===== src/sv/assert_macros.svh =====
// Assertion macros shared by the RTL; they compile to nothing under synthesis.
`ifndef ASSERT_MACROS_SVH
`define ASSERT_MACROS_SVH

`ifndef SYNTHESIS

// Same-cycle implication, disabled while in reset.
`define SSCNT_ASSERT_IMPLIES(label, clk, rst_n, ante, cons) \
  label: assert property (@(posedge clk) disable iff (!(rst_n)) (ante) |-> (cons)) \
    else $error("assertion failed: implication");

// Next-cycle implication, disabled while in reset.
`define SSCNT_ASSERT_NEXT(label, clk, rst_n, ante, cons) \
  label: assert property (@(posedge clk) disable iff (!(rst_n)) (ante) |=> (cons)) \
    else $error("assertion failed: next-cycle implication");

`else

`define SSCNT_ASSERT_IMPLIES(label, clk, rst_n, ante, cons)
`define SSCNT_ASSERT_NEXT(label, clk, rst_n, ante, cons)

`endif

`endif


===== src/sv/sscnt_pkg.sv =====
// Shared constants and types for the Sturm sequence negative-pivot counter.
`timescale 1ns / 1ps
`default_nettype none

package sscnt_pkg;

  localparam int DATA_WIDTH_DEF = 32;
  localparam int MAX_ORDER_DEF  = 1024;

  // Status returned by the serial square-and-divide unit.
  typedef struct packed {
    logic done;
    logic sat;
  } sscnt_div_stat_t;

endpackage

`default_nettype wire


===== src/sv/sscnt_sqdiv.sv =====
// Serial unit: e*e by radix-4 shift-add, then restoring division by |pivot|, saturated.
`timescale 1ns / 1ps
`default_nettype none

module sscnt_sqdiv
  import sscnt_pkg::*;
#(
  parameter int DATA_WIDTH = DATA_WIDTH_DEF
) (
  input  wire logic                         clk,
  input  wire logic                         rst_n,
  input  wire logic                         start,
  input  wire logic [DATA_WIDTH-1:0]        ae,
  input  wire logic [DATA_WIDTH-1:0]        ap,
  input  wire logic                         p_neg,
  output logic signed [DATA_WIDTH-1:0]      quot,
  output sscnt_div_stat_t                   stat
);

  localparam int MSTEPS = (DATA_WIDTH + 1) / 2;
  localparam int MW     = 2 * MSTEPS;
  localparam int AW     = DATA_WIDTH + MW;
  localparam int CNT_W  = $clog2(DATA_WIDTH);

  localparam logic [DATA_WIDTH-1:0] VAL_MAX = {1'b0, {(DATA_WIDTH-1){1'b1}}};
  localparam logic [DATA_WIDTH-1:0] VAL_MIN = {1'b1, {(DATA_WIDTH-1){1'b0}}};

  typedef enum logic [4:0] {
    D_IDLE = 5'b00001,
    D_MUL  = 5'b00010,
    D_CHK  = 5'b00100,
    D_DIV  = 5'b01000,
    D_FIN  = 5'b10000
  } sqdiv_state_t;

  sqdiv_state_t              state_r, state_nxt;
  logic [CNT_W-1:0]          cnt_r, cnt_nxt;
  logic                      done_r;
  logic [DATA_WIDTH-1:0]     ae_r;
  logic [DATA_WIDTH-1:0]     ap_r;
  logic                      neg_r;
  logic [AW-1:0]             acc_r;
  logic [DATA_WIDTH-1:0]     rem_r;
  logic [DATA_WIDTH-1:0]     qsh_r;
  logic                      ovf_r;
  logic [DATA_WIDTH-1:0]     quot_r;
  logic                      sat_r;

  logic [1:0]                digit;
  logic [DATA_WIDTH+1:0]     mpart;
  logic [DATA_WIDTH+1:0]     msum;
  logic [AW-1:0]             acc_step;
  logic [DATA_WIDTH-1:0]     ee_hi;
  logic                      ovf_chk;
  logic [DATA_WIDTH:0]       dtrial;
  logic [DATA_WIDTH:0]       ddiff;
  logic                      dge;
  logic [DATA_WIDTH-1:0]     rem_step;
  logic                      top_bit;
  logic                      rest_nz;
  logic                      fin_sat;
  logic [DATA_WIDTH-1:0]     fin_val;

  // Radix-4 multiplier digit sits in the low end of the accumulator.
  assign digit    = acc_r[1:0];
  assign mpart    = ({2'b00, ae_r} & {(DATA_WIDTH+2){digit[0]}})
                  + ({1'b0, ae_r, 1'b0} & {(DATA_WIDTH+2){digit[1]}});
  assign msum     = {2'b00, acc_r[AW-1:MW]} + mpart;
  assign acc_step = {msum, acc_r[MW-1:2]};

  assign ee_hi    = acc_r[2*DATA_WIDTH-1:DATA_WIDTH];
  // High half at or above the divisor: quotient needs more than DATA_WIDTH bits.
  assign ovf_chk  = (ee_hi >= ap_r);

  assign dtrial   = {rem_r, qsh_r[DATA_WIDTH-1]};
  assign ddiff    = dtrial - {1'b0, ap_r};
  assign dge      = (dtrial >= {1'b0, ap_r});
  assign rem_step = dge ? ddiff[DATA_WIDTH-1:0] : dtrial[DATA_WIDTH-1:0];

  // A negative quotient may reach the minimum exactly without clipping.
  assign top_bit  = qsh_r[DATA_WIDTH-1];
  assign rest_nz  = |qsh_r[DATA_WIDTH-2:0];
  assign fin_sat  = ovf_r | (neg_r ? (top_bit & rest_nz) : top_bit);
  assign fin_val  = neg_r ? (fin_sat ? VAL_MIN : (~qsh_r + 1'b1))
                          : (fin_sat ? VAL_MAX : qsh_r);

  always_comb begin
    state_nxt = state_r;
    cnt_nxt   = cnt_r;
    case (state_r)
      D_IDLE: begin
        if (start) begin
          state_nxt = D_MUL;
          cnt_nxt   = '0;
        end
      end
      D_MUL: begin
        if (cnt_r == CNT_W'(MSTEPS - 1)) begin
          state_nxt = D_CHK;
          cnt_nxt   = '0;
        end else begin
          cnt_nxt = cnt_r + 1'b1;
        end
      end
      D_CHK: begin
        state_nxt = ovf_chk ? D_FIN : D_DIV;
        cnt_nxt   = '0;
      end
      D_DIV: begin
        if (cnt_r == CNT_W'(DATA_WIDTH - 1)) begin
          state_nxt = D_FIN;
        end else begin
          cnt_nxt = cnt_r + 1'b1;
        end
      end
      D_FIN: begin
        state_nxt = D_IDLE;
      end
      default: begin
        state_nxt = D_IDLE;
        cnt_nxt   = '0;
      end
    endcase
  end

  always_ff @(posedge clk) begin
    if (!rst_n) begin
      state_r <= D_IDLE;
      cnt_r   <= '0;
      done_r  <= 1'b0;
    end else begin
      state_r <= state_nxt;
      cnt_r   <= cnt_nxt;
      done_r  <= (state_r == D_FIN);
    end
  end

  always_ff @(posedge clk) begin
    case (state_r)
      D_IDLE: begin
        if (start) begin
          ae_r  <= ae;
          ap_r  <= ap;
          neg_r <= p_neg;
          acc_r <= {{(AW-DATA_WIDTH){1'b0}}, ae};
        end
      end
      D_MUL: begin
        acc_r <= acc_step;
      end
      D_CHK: begin
        ovf_r <= ovf_chk;
        rem_r <= ee_hi;
        qsh_r <= acc_r[DATA_WIDTH-1:0];
      end
      D_DIV: begin
        rem_r <= rem_step;
        qsh_r <= {qsh_r[DATA_WIDTH-2:0], dge};
      end
      D_FIN: begin
        quot_r <= fin_val;
        sat_r  <= fin_sat;
      end
      default: begin
      end
    endcase
  end

  assign quot      = quot_r;
  assign stat.done = done_r;
  assign stat.sat  = sat_r;

endmodule

`default_nettype wire


===== src/sv/sturm_sequence_negative_count.sv =====
// Top level: Sturm sequence negative-pivot counter for a symmetric tridiagonal matrix.
//
// Input channel (in_valid/in_ready): one beat per matrix row, carrying the diagonal,
// the coupling to the previous row, the trial shift and a last-row flag, signed
// fixed point. The first beat after reset or after a last row opens a new pass.
// Output channel (out_valid/out_ready): one beat per pass, sent at the last row,
// with the count of negative pivots (eigenvalues below the shift) and a sticky
// flag set if any quotient or pivot saturated during the pass.
// Row handling: the first row of a pass needs no divide and goes from acceptance
// straight to the pivot step. Every later row waits on the serial unit: e*e
// formed two multiplier bits per cycle, then a restoring divide one quotient
// bit per cycle. A quotient too wide for DATA_WIDTH bits skips the divide.
// One row is in flight at a time. The result beat is registered; the next pass
// may start while it waits. If the receiver still holds off when a further result
// is ready, the block waits on that row and in_ready stays low until the old beat
// is taken.
// Reset (rst_n, synchronous, active low) drops out_valid and opens a new pass.
`timescale 1ns / 1ps
`default_nettype none

`include "assert_macros.svh"

module sturm_sequence_negative_count
  import sscnt_pkg::*;
#(
  parameter int DATA_WIDTH = DATA_WIDTH_DEF,
  parameter int MAX_ORDER  = MAX_ORDER_DEF
) (
  input  wire logic                         clk,
  input  wire logic                         rst_n,
  input  wire logic                         in_valid,
  output logic                              in_ready,
  input  wire logic signed [DATA_WIDTH-1:0] in_diag_value,
  input  wire logic signed [DATA_WIDTH-1:0] in_coupling_value,
  input  wire logic signed [DATA_WIDTH-1:0] in_trial_shift,
  input  wire logic                         in_last_row,
  output logic                              out_valid,
  input  wire logic                         out_ready,
  output logic [$clog2(MAX_ORDER+1)-1:0]    out_below_count,
  output logic                              out_clipped
);

  localparam int CW = $clog2(MAX_ORDER + 1);

  localparam logic [DATA_WIDTH-1:0] VAL_MAX = {1'b0, {(DATA_WIDTH-1){1'b1}}};
  localparam logic [DATA_WIDTH-1:0] VAL_MIN = {1'b1, {(DATA_WIDTH-1){1'b0}}};

  typedef enum logic [2:0] {
    ST_IDLE = 3'b001,
    ST_BUSY = 3'b010,
    ST_PIV  = 3'b100
  } top_state_t;

  top_state_t                    state_r, state_nxt;
  logic [DATA_WIDTH-1:0]         prev_pivot_r;
  logic [CW-1:0]                 cnt_r;
  logic                          mid_pass_r;
  logic                          sat_seen_r;
  logic [DATA_WIDTH:0]           dm_r;
  logic                          first_r;
  logic                          last_r;
  logic                          out_valid_r;
  logic [CW-1:0]                 out_count_r;
  logic                          out_clip_r;

  logic                          accept;
  logic                          div_start;
  logic [DATA_WIDTH-1:0]         ae;
  logic [DATA_WIDTH-1:0]         ap;
  logic                          p_neg;
  logic signed [DATA_WIDTH-1:0]  div_quot;
  sscnt_div_stat_t               div_stat;
  logic [DATA_WIDTH-1:0]         quot_use;
  logic [DATA_WIDTH+1:0]         diff;
  logic                          piv_sat;
  logic                          piv_neg;
  logic [DATA_WIDTH-1:0]         pivot;
  logic [CW-1:0]                 cnt_inc;
  logic                          out_load;
  logic                          piv_done;

  assign in_ready  = (state_r == ST_IDLE);
  assign accept    = in_valid && in_ready;
  assign div_start = accept && mid_pass_r;

  assign ae    = in_coupling_value[DATA_WIDTH-1] ? (~in_coupling_value + 1'b1)
                                                 : in_coupling_value;
  // A zero pivot is taken as one LSB.
  assign p_neg = prev_pivot_r[DATA_WIDTH-1];
  assign ap    = p_neg ? (~prev_pivot_r + 1'b1)
               : ((prev_pivot_r == '0) ? {{(DATA_WIDTH-1){1'b0}}, 1'b1} : prev_pivot_r);

  sscnt_sqdiv #(
    .DATA_WIDTH (DATA_WIDTH)
  ) u_sqdiv (
    .clk   (clk),
    .rst_n (rst_n),
    .start (div_start),
    .ae    (ae),
    .ap    (ap),
    .p_neg (p_neg),
    .quot  (div_quot),
    .stat  (div_stat)
  );

  // Pivot = (d - mu) - quotient, exact in DATA_WIDTH+2 bits, then clamped.
  assign quot_use = first_r ? '0 : div_quot;
  assign diff     = {dm_r[DATA_WIDTH], dm_r} - {{2{quot_use[DATA_WIDTH-1]}}, quot_use};
  assign piv_sat  = (diff[DATA_WIDTH+1:DATA_WIDTH-1] != 3'b000)
                 && (diff[DATA_WIDTH+1:DATA_WIDTH-1] != 3'b111);
  assign piv_neg  = diff[DATA_WIDTH+1];
  assign pivot    = piv_sat ? (piv_neg ? VAL_MIN : VAL_MAX) : diff[DATA_WIDTH-1:0];
  assign cnt_inc  = (piv_neg && (cnt_r != {CW{1'b1}})) ? (cnt_r + 1'b1) : cnt_r;

  assign out_load = (state_r == ST_PIV) && last_r && (!out_valid_r || out_ready);
  assign piv_done = (state_r == ST_PIV) && (!last_r || !out_valid_r || out_ready);

  always_comb begin
    state_nxt = state_r;
    case (state_r)
      ST_IDLE: begin
        if (accept) begin
          state_nxt = mid_pass_r ? ST_BUSY : ST_PIV;
        end
      end
      ST_BUSY: begin
        if (div_stat.done) begin
          state_nxt = ST_PIV;
        end
      end
      ST_PIV: begin
        if (piv_done) begin
          state_nxt = ST_IDLE;
        end
      end
      default: begin
        state_nxt = ST_IDLE;
      end
    endcase
  end

  always_ff @(posedge clk) begin
    if (!rst_n) begin
      state_r      <= ST_IDLE;
      prev_pivot_r <= '0;
      cnt_r        <= '0;
      mid_pass_r   <= 1'b0;
      sat_seen_r   <= 1'b0;
      out_valid_r  <= 1'b0;
    end else begin
      state_r <= state_nxt;
      if ((state_r == ST_BUSY) && div_stat.done && div_stat.sat) begin
        sat_seen_r <= 1'b1;
      end
      if (piv_done) begin
        if (last_r) begin
          prev_pivot_r <= '0;
          cnt_r        <= '0;
          mid_pass_r   <= 1'b0;
          sat_seen_r   <= 1'b0;
        end else begin
          prev_pivot_r <= pivot;
          cnt_r        <= cnt_inc;
          mid_pass_r   <= 1'b1;
          sat_seen_r   <= sat_seen_r | piv_sat;
        end
      end
      if (out_load) begin
        out_valid_r <= 1'b1;
      end else if (out_ready) begin
        out_valid_r <= 1'b0;
      end
    end
  end

  always_ff @(posedge clk) begin
    if (accept) begin
      dm_r    <= {in_diag_value[DATA_WIDTH-1], in_diag_value}
               - {in_trial_shift[DATA_WIDTH-1], in_trial_shift};
      first_r <= !mid_pass_r;
      last_r  <= in_last_row;
    end
    if (out_load) begin
      out_count_r <= cnt_inc;
      out_clip_r  <= sat_seen_r | piv_sat;
    end
  end

  assign out_valid       = out_valid_r;
  assign out_below_count = out_count_r;
  assign out_clipped     = out_clip_r;

  // One row at a time: an accepted beat always drops ready for the next cycle.
  `SSCNT_ASSERT_NEXT(a_one_row_in_flight, clk, rst_n, accept, !in_ready)
  // The divider only reports completion while a row waits on it.
  `SSCNT_ASSERT_IMPLIES(a_done_when_busy, clk, rst_n, div_stat.done, state_r == ST_BUSY)
  // A fresh result beat coincides with the pass state being cleared.
  `SSCNT_ASSERT_IMPLIES(a_pass_cleared, clk, rst_n, $rose(out_valid_r),
                        (cnt_r == '0) && !mid_pass_r && !sat_seen_r)

endmodule

`default_nettype wire

===== config.mk =====
export PLATFORM = sky130hd
export DESIGN_NAME = sturm_sequence_negative_count
export DESIGN_NICKNAME = d
export VERILOG_FILES = /design/src/sv/sscnt_pkg.sv /design/src/sv/sscnt_sqdiv.sv /design/src/sv/sturm_sequence_negative_count.sv
export VERILOG_INCLUDE_DIRS = /design/src /design/src/sv
export SDC_FILE = /design/constraint.sdc
export NUM_CORES = 1
export LEC_CHECK = 0
export ABC_CLOCK_PERIOD_IN_PS = 22100
export BUFFER_PORTS_ARGS = -buffer_cell sky130_fd_sc_hd__buf_2
export CAP_MARGIN = 10
export CORE_MARGIN = 5
export CORE_UTILIZATION = 50
export CTS_BUF_LIST = sky130_fd_sc_hd__clkbuf_8 sky130_fd_sc_hd__clkbuf_16
export DETAILED_ROUTE_END_ITERATION = 12
export GPL_TIMING_DRIVEN = 0
export HOLD_SLACK_MARGIN = 0.12
export PLACE_DENSITY = 0.76
export SLEW_MARGIN = 10
export SYNTH_ARGS = -nofsm -noshare
export SYNTH_HDL_FRONTEND = slang
export SYNTH_SLANG_ARGS = --single-unit

===== constraint.sdc =====
create_clock -name clk -period 22.1 [get_ports clk]
set_clock_uncertainty 0.05 [all_clocks]
set_input_delay 4.42 -clock clk [delete_from_list [all_inputs] [get_ports clk]]
set_output_delay 4.42 -clock clk [all_outputs]
set_load 0.01 [all_outputs]

# ---- After elaboration in Yosys (flattened, before gate mapping)
# Index checks and enable logic that the tools add are counted.
dict set report word_totals {
  register_bits 334
  in_bits 101
  out_inout_bits 14
  word_cells 128
}
dict set report op_classes {
  add_sub_neg 10
  n_lt_le_gt_ge 2
  eq_ne 19
  muxes 38
  bitwise_logic 9
  n_reduce_logical 27
}
# cell count
set op_table {}
lappend op_table {{2-to-1 mux 32 bit} 10}
lappend op_table {{case mux 32 bit (2 select lines)} 2}
lappend op_table {{case mux 64 bit (2 select lines)} 1}
lappend op_table {{adder 32 x 1 -> 32 bit (second input constant)} 3}
lappend op_table {{inverter 32 bit} 3}
lappend op_table {{2-to-1 mux 64 bit} 1}
lappend op_table {{case mux 5 bit (4 select lines)} 2}
lappend op_table {{2-to-1 mux 5 bit} 7}
lappend op_table {{adder 32 x 34 -> 34 bit} 1}
lappend op_table {{adder 34 bit} 1}
lappend op_table {{bitwise AND 32 x 34 -> 34 bit} 1}
lappend op_table {{bitwise AND 33 x 34 -> 34 bit} 1}
lappend op_table {{subtractor 33 x 32 -> 34 bit} 1}
lappend op_table {{>= comparator 33 x 32 -> 1 bit} 1}
lappend op_table {{subtractor 32 x 32 -> 33 bit} 1}
lappend op_table {{>= comparator 32 bit} 1}
lappend op_table {{logical NOT 32 bit} 1}
lappend op_table {{subtractor 32 bit} 1}
lappend op_table {{2-to-1 mux 31 bit} 1}
lappend op_table {{OR reduction 31 bit} 1}
lappend op_table {{2-to-1 mux 11 bit} 2}
lappend op_table {{2-to-1 mux 3 bit} 4}
lappend op_table {{adder 11 x 1 -> 11 bit (second input constant)} 1}
lappend op_table {{!= test 11 bit (second input constant)} 1}
lappend op_table {{24 further kinds} 56}

# ---- Longest topological paths before layout
# Gate-level depths: netlist of the first run.
dict set report depth {
  word_depth 7
  ltp_mapped 16
  depth_no_buf 15
}

# ---- Cells and area by module
# Synthesis of the first run repeated with hierarchy kept, for this count alone.
dict set report unflattened {
  hier_cells 2489
  area_unflattened_um2 23528.8
}
# mod instances cells_each area_each_um2 seq_area_each_um2
set by_module_without_submodules {}
lappend by_module_without_submodules {sscnt_sqdiv 1 1489 15115.7 7036.7}
lappend by_module_without_submodules {sturm_sequence_negative_count 1 1000 8413.1 2392.3}

# ---- Worst setup path after synthesis of the first run
# No wires, ideal clock.
dict set report synth_timing {
  path_kind {input port to flip-flop}
  startpoint {in in_valid}
  endpoint {reg u_sqdiv.acc_r[0], enable pin}
  setup_time_ps 575
  arrival_time_ps 10954
  required_time_ps 21475
  slack_ps 10521
  stages 4
  n_path_buf 0
  path_cell_list {nand3b_1 > nor2_1 > nand2_1 > o21ai_0}
}
dict set report synth_via {
  elab_chain_len 4
}
# item line
set synth_rtl {}
lappend synth_rtl {{start, declared} sturm_sequence_negative_count.sv:31} ;# input wire logic in_valid,
lappend synth_rtl {{logical AND 1 bit} sturm_sequence_negative_count.sv:83} ;# assign accept = in_valid && in_ready;
lappend synth_rtl {{via accept} sturm_sequence_negative_count.sv:66} ;# logic accept;
lappend synth_rtl {{logical AND 1 bit} sturm_sequence_negative_count.sv:84} ;# assign div_start = accept && mid_pass_r;
lappend synth_rtl {{!= test 2 bit (no source line)} n/a}
lappend synth_rtl {{AND reduction 2 bit (no source line)} n/a}
lappend synth_rtl {{end signal, assigned} sscnt_sqdiv.sv:145} ;# acc_r <= {{(AW-DATA_WIDTH){1'b0}}, ae};
lappend synth_rtl {{end signal, assigned} sscnt_sqdiv.sv:149} ;# acc_r <= acc_step;
lappend synth_rtl {{end, declared} sscnt_sqdiv.sv:42} ;# logic [AW-1:0] acc_r;
# The timed path passes the listed nets, and every way through them passes these cells.
# A chain may end at the register's enable or synchronous reset.

# ---- Worst setup path after layout of the first run
dict set report layout_timing {
  startpoint {in in_trial_shift[1]}
  endpoint {reg dm_r[29] (data pin)}
}
dict set report layout_via {
  elab_chain_len 1
}
# item line
set layout_rtl {}
lappend layout_rtl {{start, declared} sturm_sequence_negative_count.sv:35} ;# input wire logic signed [DATA_WIDTH-1:0] in_trial_shift,
lappend layout_rtl {{subtractor 32 x 32 -> 33 bit} sturm_sequence_negative_count.sv:179} ;# - {in_trial_shift[DATA_WIDTH-1], in_trial_shift};
lappend layout_rtl {{end signal, assigned} sturm_sequence_negative_count.sv:178} ;# dm_r <= {in_diag_value[DATA_WIDTH-1], in_diag_value}
lappend layout_rtl {{end, declared} sturm_sequence_negative_count.sv:59} ;# logic [DATA_WIDTH:0] dm_r;
# No other way between the ends.

==> results_dict.tcl, run 1 <==
set metrics [dict create \
    outcome "finished clean" \
    htreeDepth 2 \
    final_cell_mix "nand2_1, edfxtp_1, nor2_1" \
    antenna_cells 0 \
    syn_inst 2618 \
    routed_wl_um 64200 \
    final_common_cell "nand2_1" \
    antenna_found_initial 0 \
    fin_crit_ns 7.87 \
    fin_tns_setup_ns 0 \
    die_x_um 228 \
    p_leak_nw 11.3 \
    critPathLaunchType "primary input" \
    ant_nets 0 \
    mappedNetlistArea_um2 23800 \
    nNetsFinal 3087 \
    clockBufferDepth 3 \
    synth_seq_cells 334 \
    crit_family "compound AO/OA/AOI/OAI gates" \
    p_per_area_nw_per_um2 57.6 \
    yosysWarnings 0 \
    synth_cell_types 94 \
    grt_pass1_wl_um 101000 \
    portBuffers 114 \
    wl_per_cell_um 18.7 \
    fp.dieH_um 228 \
    slowest_stage "a2111oi_0" \
    cp.required_ns 22.35 \
    finalWeightedCongestion 0.945 \
    drv_slew 0 \
    synth-main-ff-cell "edfxtp_1" \
    cts_buffers 38 \
    synth_area_leaders "edfxtp_1, ha_1, nand2_1, dfxtp_1, xnor2_1" \
    synth_edf_count 274 \
    drc 0 \
    ctsResizeCount 0 \
    area_growth_syn_to_layout_pct 11.5 \
    syn_avg_cell_area_um2 9.08 \
    final_util 0.560 \
    placed_area_um2 25300 \
    drive_above_1_share 0.0836 \
    cap_violations 0 \
    clockRootBuffer "clkbuf_16" \
    peakVddDrop_v 0.0000448 \
    clock-sinks 334 \
    cp_max_fo 4 \
    overflow 0 \
    die-area_um2 52000 \
    synth_area_leader_cell "edfxtp_1" \
    grt_max_degree 34 \
    dp_slack_ns 13.74 \
    path_buf_inv 2 \
    hold_slack_ns 0.462 \
    rows 80 \
    viasPerCell 5.81 \
    hpwl_um 50700 \
    post_cts_buffers 0 \
    cts_tree "done" \
    criticalPathCategory "in -> reg" \
    hold_buffers 0 \
    slowest_delay_ns 1.02 \
    grt_pass1_vias 19247 \
    final_area_um2 26500 \
    yosysSeqAreaShare 0.397 \
    cp_data_arrival_time_ns 8.12 \
    tightest_slew_ns 1.11 \
    hold_viol_final 0 \
    period_share 0.356 \
    hp-class "reg -> reg" \
    core_area_um2 47300 \
    setup_viol 0 \
    first_iter_violations 1549 \
    io_pins 115 \
    endpoint_kind "register" \
    crit_chain "buf_2 > inv_1 > ha_1 > nor2b_1 > o21ai_0 > a21boi_0 > o2111a_1 > o311ai_0 > a2111oi_0 > o221ai_1 > a211oi_1 > or4_1 > o2111ai_1" \
    max_freq_ghz 0.127 \
    synth_top_area_share 0.346 \
    timing.final.ws_setup_ns 14.23 \
    synthArstFlopShare 0 \
    path_clk_slew_ns 0.06 \
    clk_latency_ns 0.57 \
    initial_core_util 0.502 \
    grt_util_all_layers 0.237 \
    synth_nets 2924 \
    max-slew-margin-rel 0.243 \
    dr.pass1.iters 5 \
    rsz0062_at_grt "false" \
    vias 19888 \
]
per-layer routing:
layer / track usage / vias to the layer above / part of all wire
met1: 0.317 / 9467 / 0.43
met5: 0 / - / 0
met3: 0.0334 / 109 / 0.063
met2: 0.402 / 663 / 0.48
met4: 0.0747 / 0 / 0.030
li1: - / 9649 / -
flip-flops by register name, summed over array words and instances (netlist names), 32 cells and up:
register       flops
u_sqdiv.acc_r     64
dm_r              33
prev_pivot_r      32
u_sqdiv.ae_r      32
u_sqdiv.ap_r      32
u_sqdiv.qsh_r     32
u_sqdiv.quot      32
u_sqdiv.rem_r     32
worst reg2reg max path, cell delays in order, from the launching register on:
cell      delay [ns]
edfxtp_1        0.50
clkbuf_1        0.43
nand2_1         0.15
fa_1            0.54
inv_1           0.04
ha_1            0.21
fa_1            0.41
a21o_1          0.19
a21oi_1         0.28
o21ai_0         0.22
nor4b_1         0.21
o21ai_0         0.37
a21oi_1         0.19
o31a_1          0.36
o31a_1          0.30
o31a_1          0.28
o31a_1          0.25
layout make-up:
class | count | area [um2]
clock inverter | 27 | 214
buffer | 97 | 400
multi-input combinational | 1957 | 13100
sequential | 334 | 9430
clock buffer | 42 | 1010
timing repair buffer | 123 | 717
tap | 615 | 769
fill | 4200 | 20800
inverter | 230 | 863
power breakdown:
group          total [mW]  internal [mW]  leakage, nW  switching, mW
combinational       0.207         0.0789         7.60          0.128
clock               0.623          0.363        0.648          0.260
sequential          0.698          0.692         3.03        0.00659
total                1.53           1.13         11.3          0.395
cell families after synthesis:
group           Yosys count  synth area share
compound gates          619             0.170
xor+xnor                173            0.0637
fa+ha+maj               205             0.119
buf+inv                 327            0.0532
flops                   334             0.397
mux                      37            0.0160
simple gates            923             0.181
stage by stage:
stage / total power, mW / instances
final: 1.53 / 3425
after global placement: 0.908 / 3347
after global routing: 1.59 / 3425
after floorplan: 0.850 / 2618
after CTS: 1.53 / 3425
after detailed placement: 0.913 / 3356
worst paths after layout:
kind,startpoint,endpoint,slack (ns),cells past startpoint
worst min-delay path,prev_pivot_r[20],prev_pivot_r[20],0.46,2
worst min register to register,prev_pivot_r[20],prev_pivot_r[20],0.46,2
worst max-delay path,in_trial_shift[1],dm_r[29],14.23,13
worst max register to register,u_sqdiv.acc_r[0],u_sqdiv.acc_r[63],16.89,16
Yosys cell counts (all sizes together), types with 10 or more instances:
cell / count
nand2: 337
edfxtp: 274
nor2: 255
inv: 229
ha: 170
a21oi: 160
o21ai: 136
xnor2: 120
clkbuf: 84
a21o: 78
dfxtp: 60
nand2b: 59
nand3: 54
xor2: 53
nor3: 48
fa: 35
o31ai: 34
mux2i: 29
a31oi: 25
or3: 24
and3: 23
nor2b: 23
nand4: 22
o211ai: 21
a211oi: 19
o22ai: 19
o21a: 14
buf: 13
and2: 12
nor4: 12
o21bai: 12
o41ai: 11
o31a: 10
or2: 10
(Power assumes the default switching activity.)
==> inputs of run 2 (changes only) <==
ABC_CLOCK_PERIOD_IN_PS = 7000   (was 22100)
PLACE_DENSITY = 0.79   (was 0.76)
clock period = 7 ns   (was 22.1 ns; I/O delays follow)
==> run 2 against run 1 <==
Against the previous run:
- count of clock-buffer cells in the layout decreased by 2
- hold slack got worse by 0.0058 ns
- cell count about the same
- die area unchanged
- combinational power increased to 3.2 times the previous value
- via count increased by 0.61%
- highest routed layer unchanged
- core utilization about the same
- cell area about the same
- power increased to 3.2 times the previous value
- setup slack got worse by 12 ns
- sequential power increased to 3.2 times the previous value
- clock power increased to 3.1 times the previous value
==> results_dict.tcl, run 2 (same netlist as run 1, synthesis figures left out) <==
set metrics [dict create \
    hp-class "reg -> reg" \
    cp_data_arrival_time_ns 5.50 \
    outcome "finished clean" \
    top_register "u_sqdiv.acc_r" \
    antenna_found_initial 0 \
    die-area_um2 52000 \
    final_util 0.560 \
    final_common_cell "nand2_1" \
    endpoint_kind "register" \
    cp_max_fo 10 \
    rows 80 \
    final_cell_mix "nand2_1, edfxtp_1, nor2_1" \
    hold_buffers 0 \
    hpwl_um 50900 \
    grt_pass1_wl_um 102000 \
    io_pins 115 \
    path_clk_slew_ns 0.07 \
    setup_viol 0 \
    grt_pass1_vias 19384 \
    dr.pass1.iters 7 \
    p_per_area_nw_per_um2 182 \
    largest_reg_flops 64 \
    vias 20009 \
    clk_latency_ns 0.57 \
    criticalPathCategory "reg -> reg" \
    fp.dieH_um 228 \
    wl_per_cell_um 18.9 \
    cap_violations 0 \
    drive_above_1_share 0.0830 \
    hold_viol_final 0 \
    ant_nets 0 \
    rsz0062_at_grt "false" \
    htreeDepth 2 \
    finalWeightedCongestion 0.969 \
    clockRootBuffer "clkbuf_16" \
    clock-sinks 334 \
    initial_core_util 0.502 \
    met3_length_um 3950 \
    routed.top_layer "met4" \
    wl_met2_um 31200 \
    drt-met1-wl_um 27300 \
    grt_util_all_layers 0.239 \
    reg.largest.list "u_sqdiv.acc_r: 64 flops, dm_r: 33 flops" \
    clockBufferDepth 3 \
    cp.required_ns 7.26 \
    cts_tree "done" \
    viasPerCell 5.85 \
    p_leak_nw 11.2 \
    peakVddDrop_v 0.000156 \
    overflow 0 \
    drv_slew 0 \
    die_x_um 228 \
    antenna_cells 0 \
    fin_tns_setup_ns 0 \
    fin_crit_ns 5.24 \
    core_area_um2 47300 \
    max_freq_ghz 0.191 \
    nNetsFinal 3085 \
    power_mw 4.83 \
    portBuffers 114 \
    area_growth_syn_to_layout_pct 11.5 \
    cts_buffers 37 \
    tightest_slew_ns 1.19 \
    period_share 0.748 \
    drc 0 \
    ctsResizeCount 0 \
    max-slew-margin-rel 0.187 \
    post_cts_buffers 0 \
    critPathLaunchType "register" \
    grt_max_degree 34 \
    first_iter_violations 1548 \
    routed_wl_um 64600 \
]
## run 2: changes by cell type in the layout (fill, tap and decap cells not counted)
| cell | change |
|---|---|
| inv_1 | -2 |
| clkinv_1 | +1 |
| buf_16 | +1 |
| clkinv_2 | -2 |
| clkinv_4 | +1 |
| buf_12 | -1 |
| inv_6 | -1 |
| buf_6 | -1 |
| clkinvlp_4 | +2 |
| clkbuf_8 | -2 |
| inv_16 | +1 |
## run 2: layout make-up
class | count | area, um2
plain buffers | 97 | 400
clock buffers | 40 | 978
clock inverters | 27 | 235
fillers | 4140 | 20800
inverters | 230 | 863
multi-input cells | 1957 | 13100
flip-flops and latches | 334 | 9430
well taps | 615 | 769
repair buffers | 122 | 713
## run 2: worst max-delay path, cell delays in order, from the launching register on
cell and delay, ns:
edfxtp_1 0.59, clkbuf_1 0.43, nand2_1 0.12, fa_1 0.50, inv_1 0.04, ha_1 0.22, fa_1 0.42, a21o_1 0.18
a21oi_1 0.32, o21ai_0 0.23, nor4b_1 0.20, o21ai_0 0.34, a21oi_1 0.16, o31a_1 0.33, o31a_1 0.29, o31a_1 0.29
o31a_1 0.26
## run 2: path summary, 6_finish.rpt
| path | depth (start not counted) | to | from | slack [ns] |
|---|---|---|---|---|
| worst max-delay path | 16 | u_sqdiv.acc_r[63] | u_sqdiv.acc_r[1] | 1.76 |
| worst min register to register | 2 | u_sqdiv.cnt_r[1] | u_sqdiv.cnt_r[1] | 0.46 |
| worst max register to register | 16 | u_sqdiv.acc_r[63] | u_sqdiv.acc_r[1] | 1.76 |
| worst min-delay path | 2 | u_sqdiv.cnt_r[1] | u_sqdiv.cnt_r[1] | 0.46 |
## run 2: stage by stage
stage	cell area (um2)	cells	hold slack [ns]	worst slack (ns)
2_1_floorplan	23800	2618	0.356	0.162
3_3_place_gp	25100	3347	0.425	-2.27
3_5_place_dp	25300	3355	0.450	1.72
4_1_cts	26500	3422	0.457	1.84
5_1_grt	26500	3422	0.481	1.53
6_report	26500	3422	0.457	1.76
## run 2: power breakdown
group | internal, mW | total [mW] | switching [mW]
sequential | 2.18 | 2.21 | 0.0214
combinational | 0.249 | 0.661 | 0.412
clock | 1.13 | 1.96 | 0.831
total | 3.56 | 4.83 | 1.26
## run 2: metal layers
| layer | vias up | GRT usage |
|---|---|---|
| li1 | 9629 | - |
| met3 | 128 | 0.0395 |
| met4 | 0 | 0.0781 |
| met1 | 9637 | 0.308 |
| met5 | - | 0 |
| met2 | 615 | 0.410 |
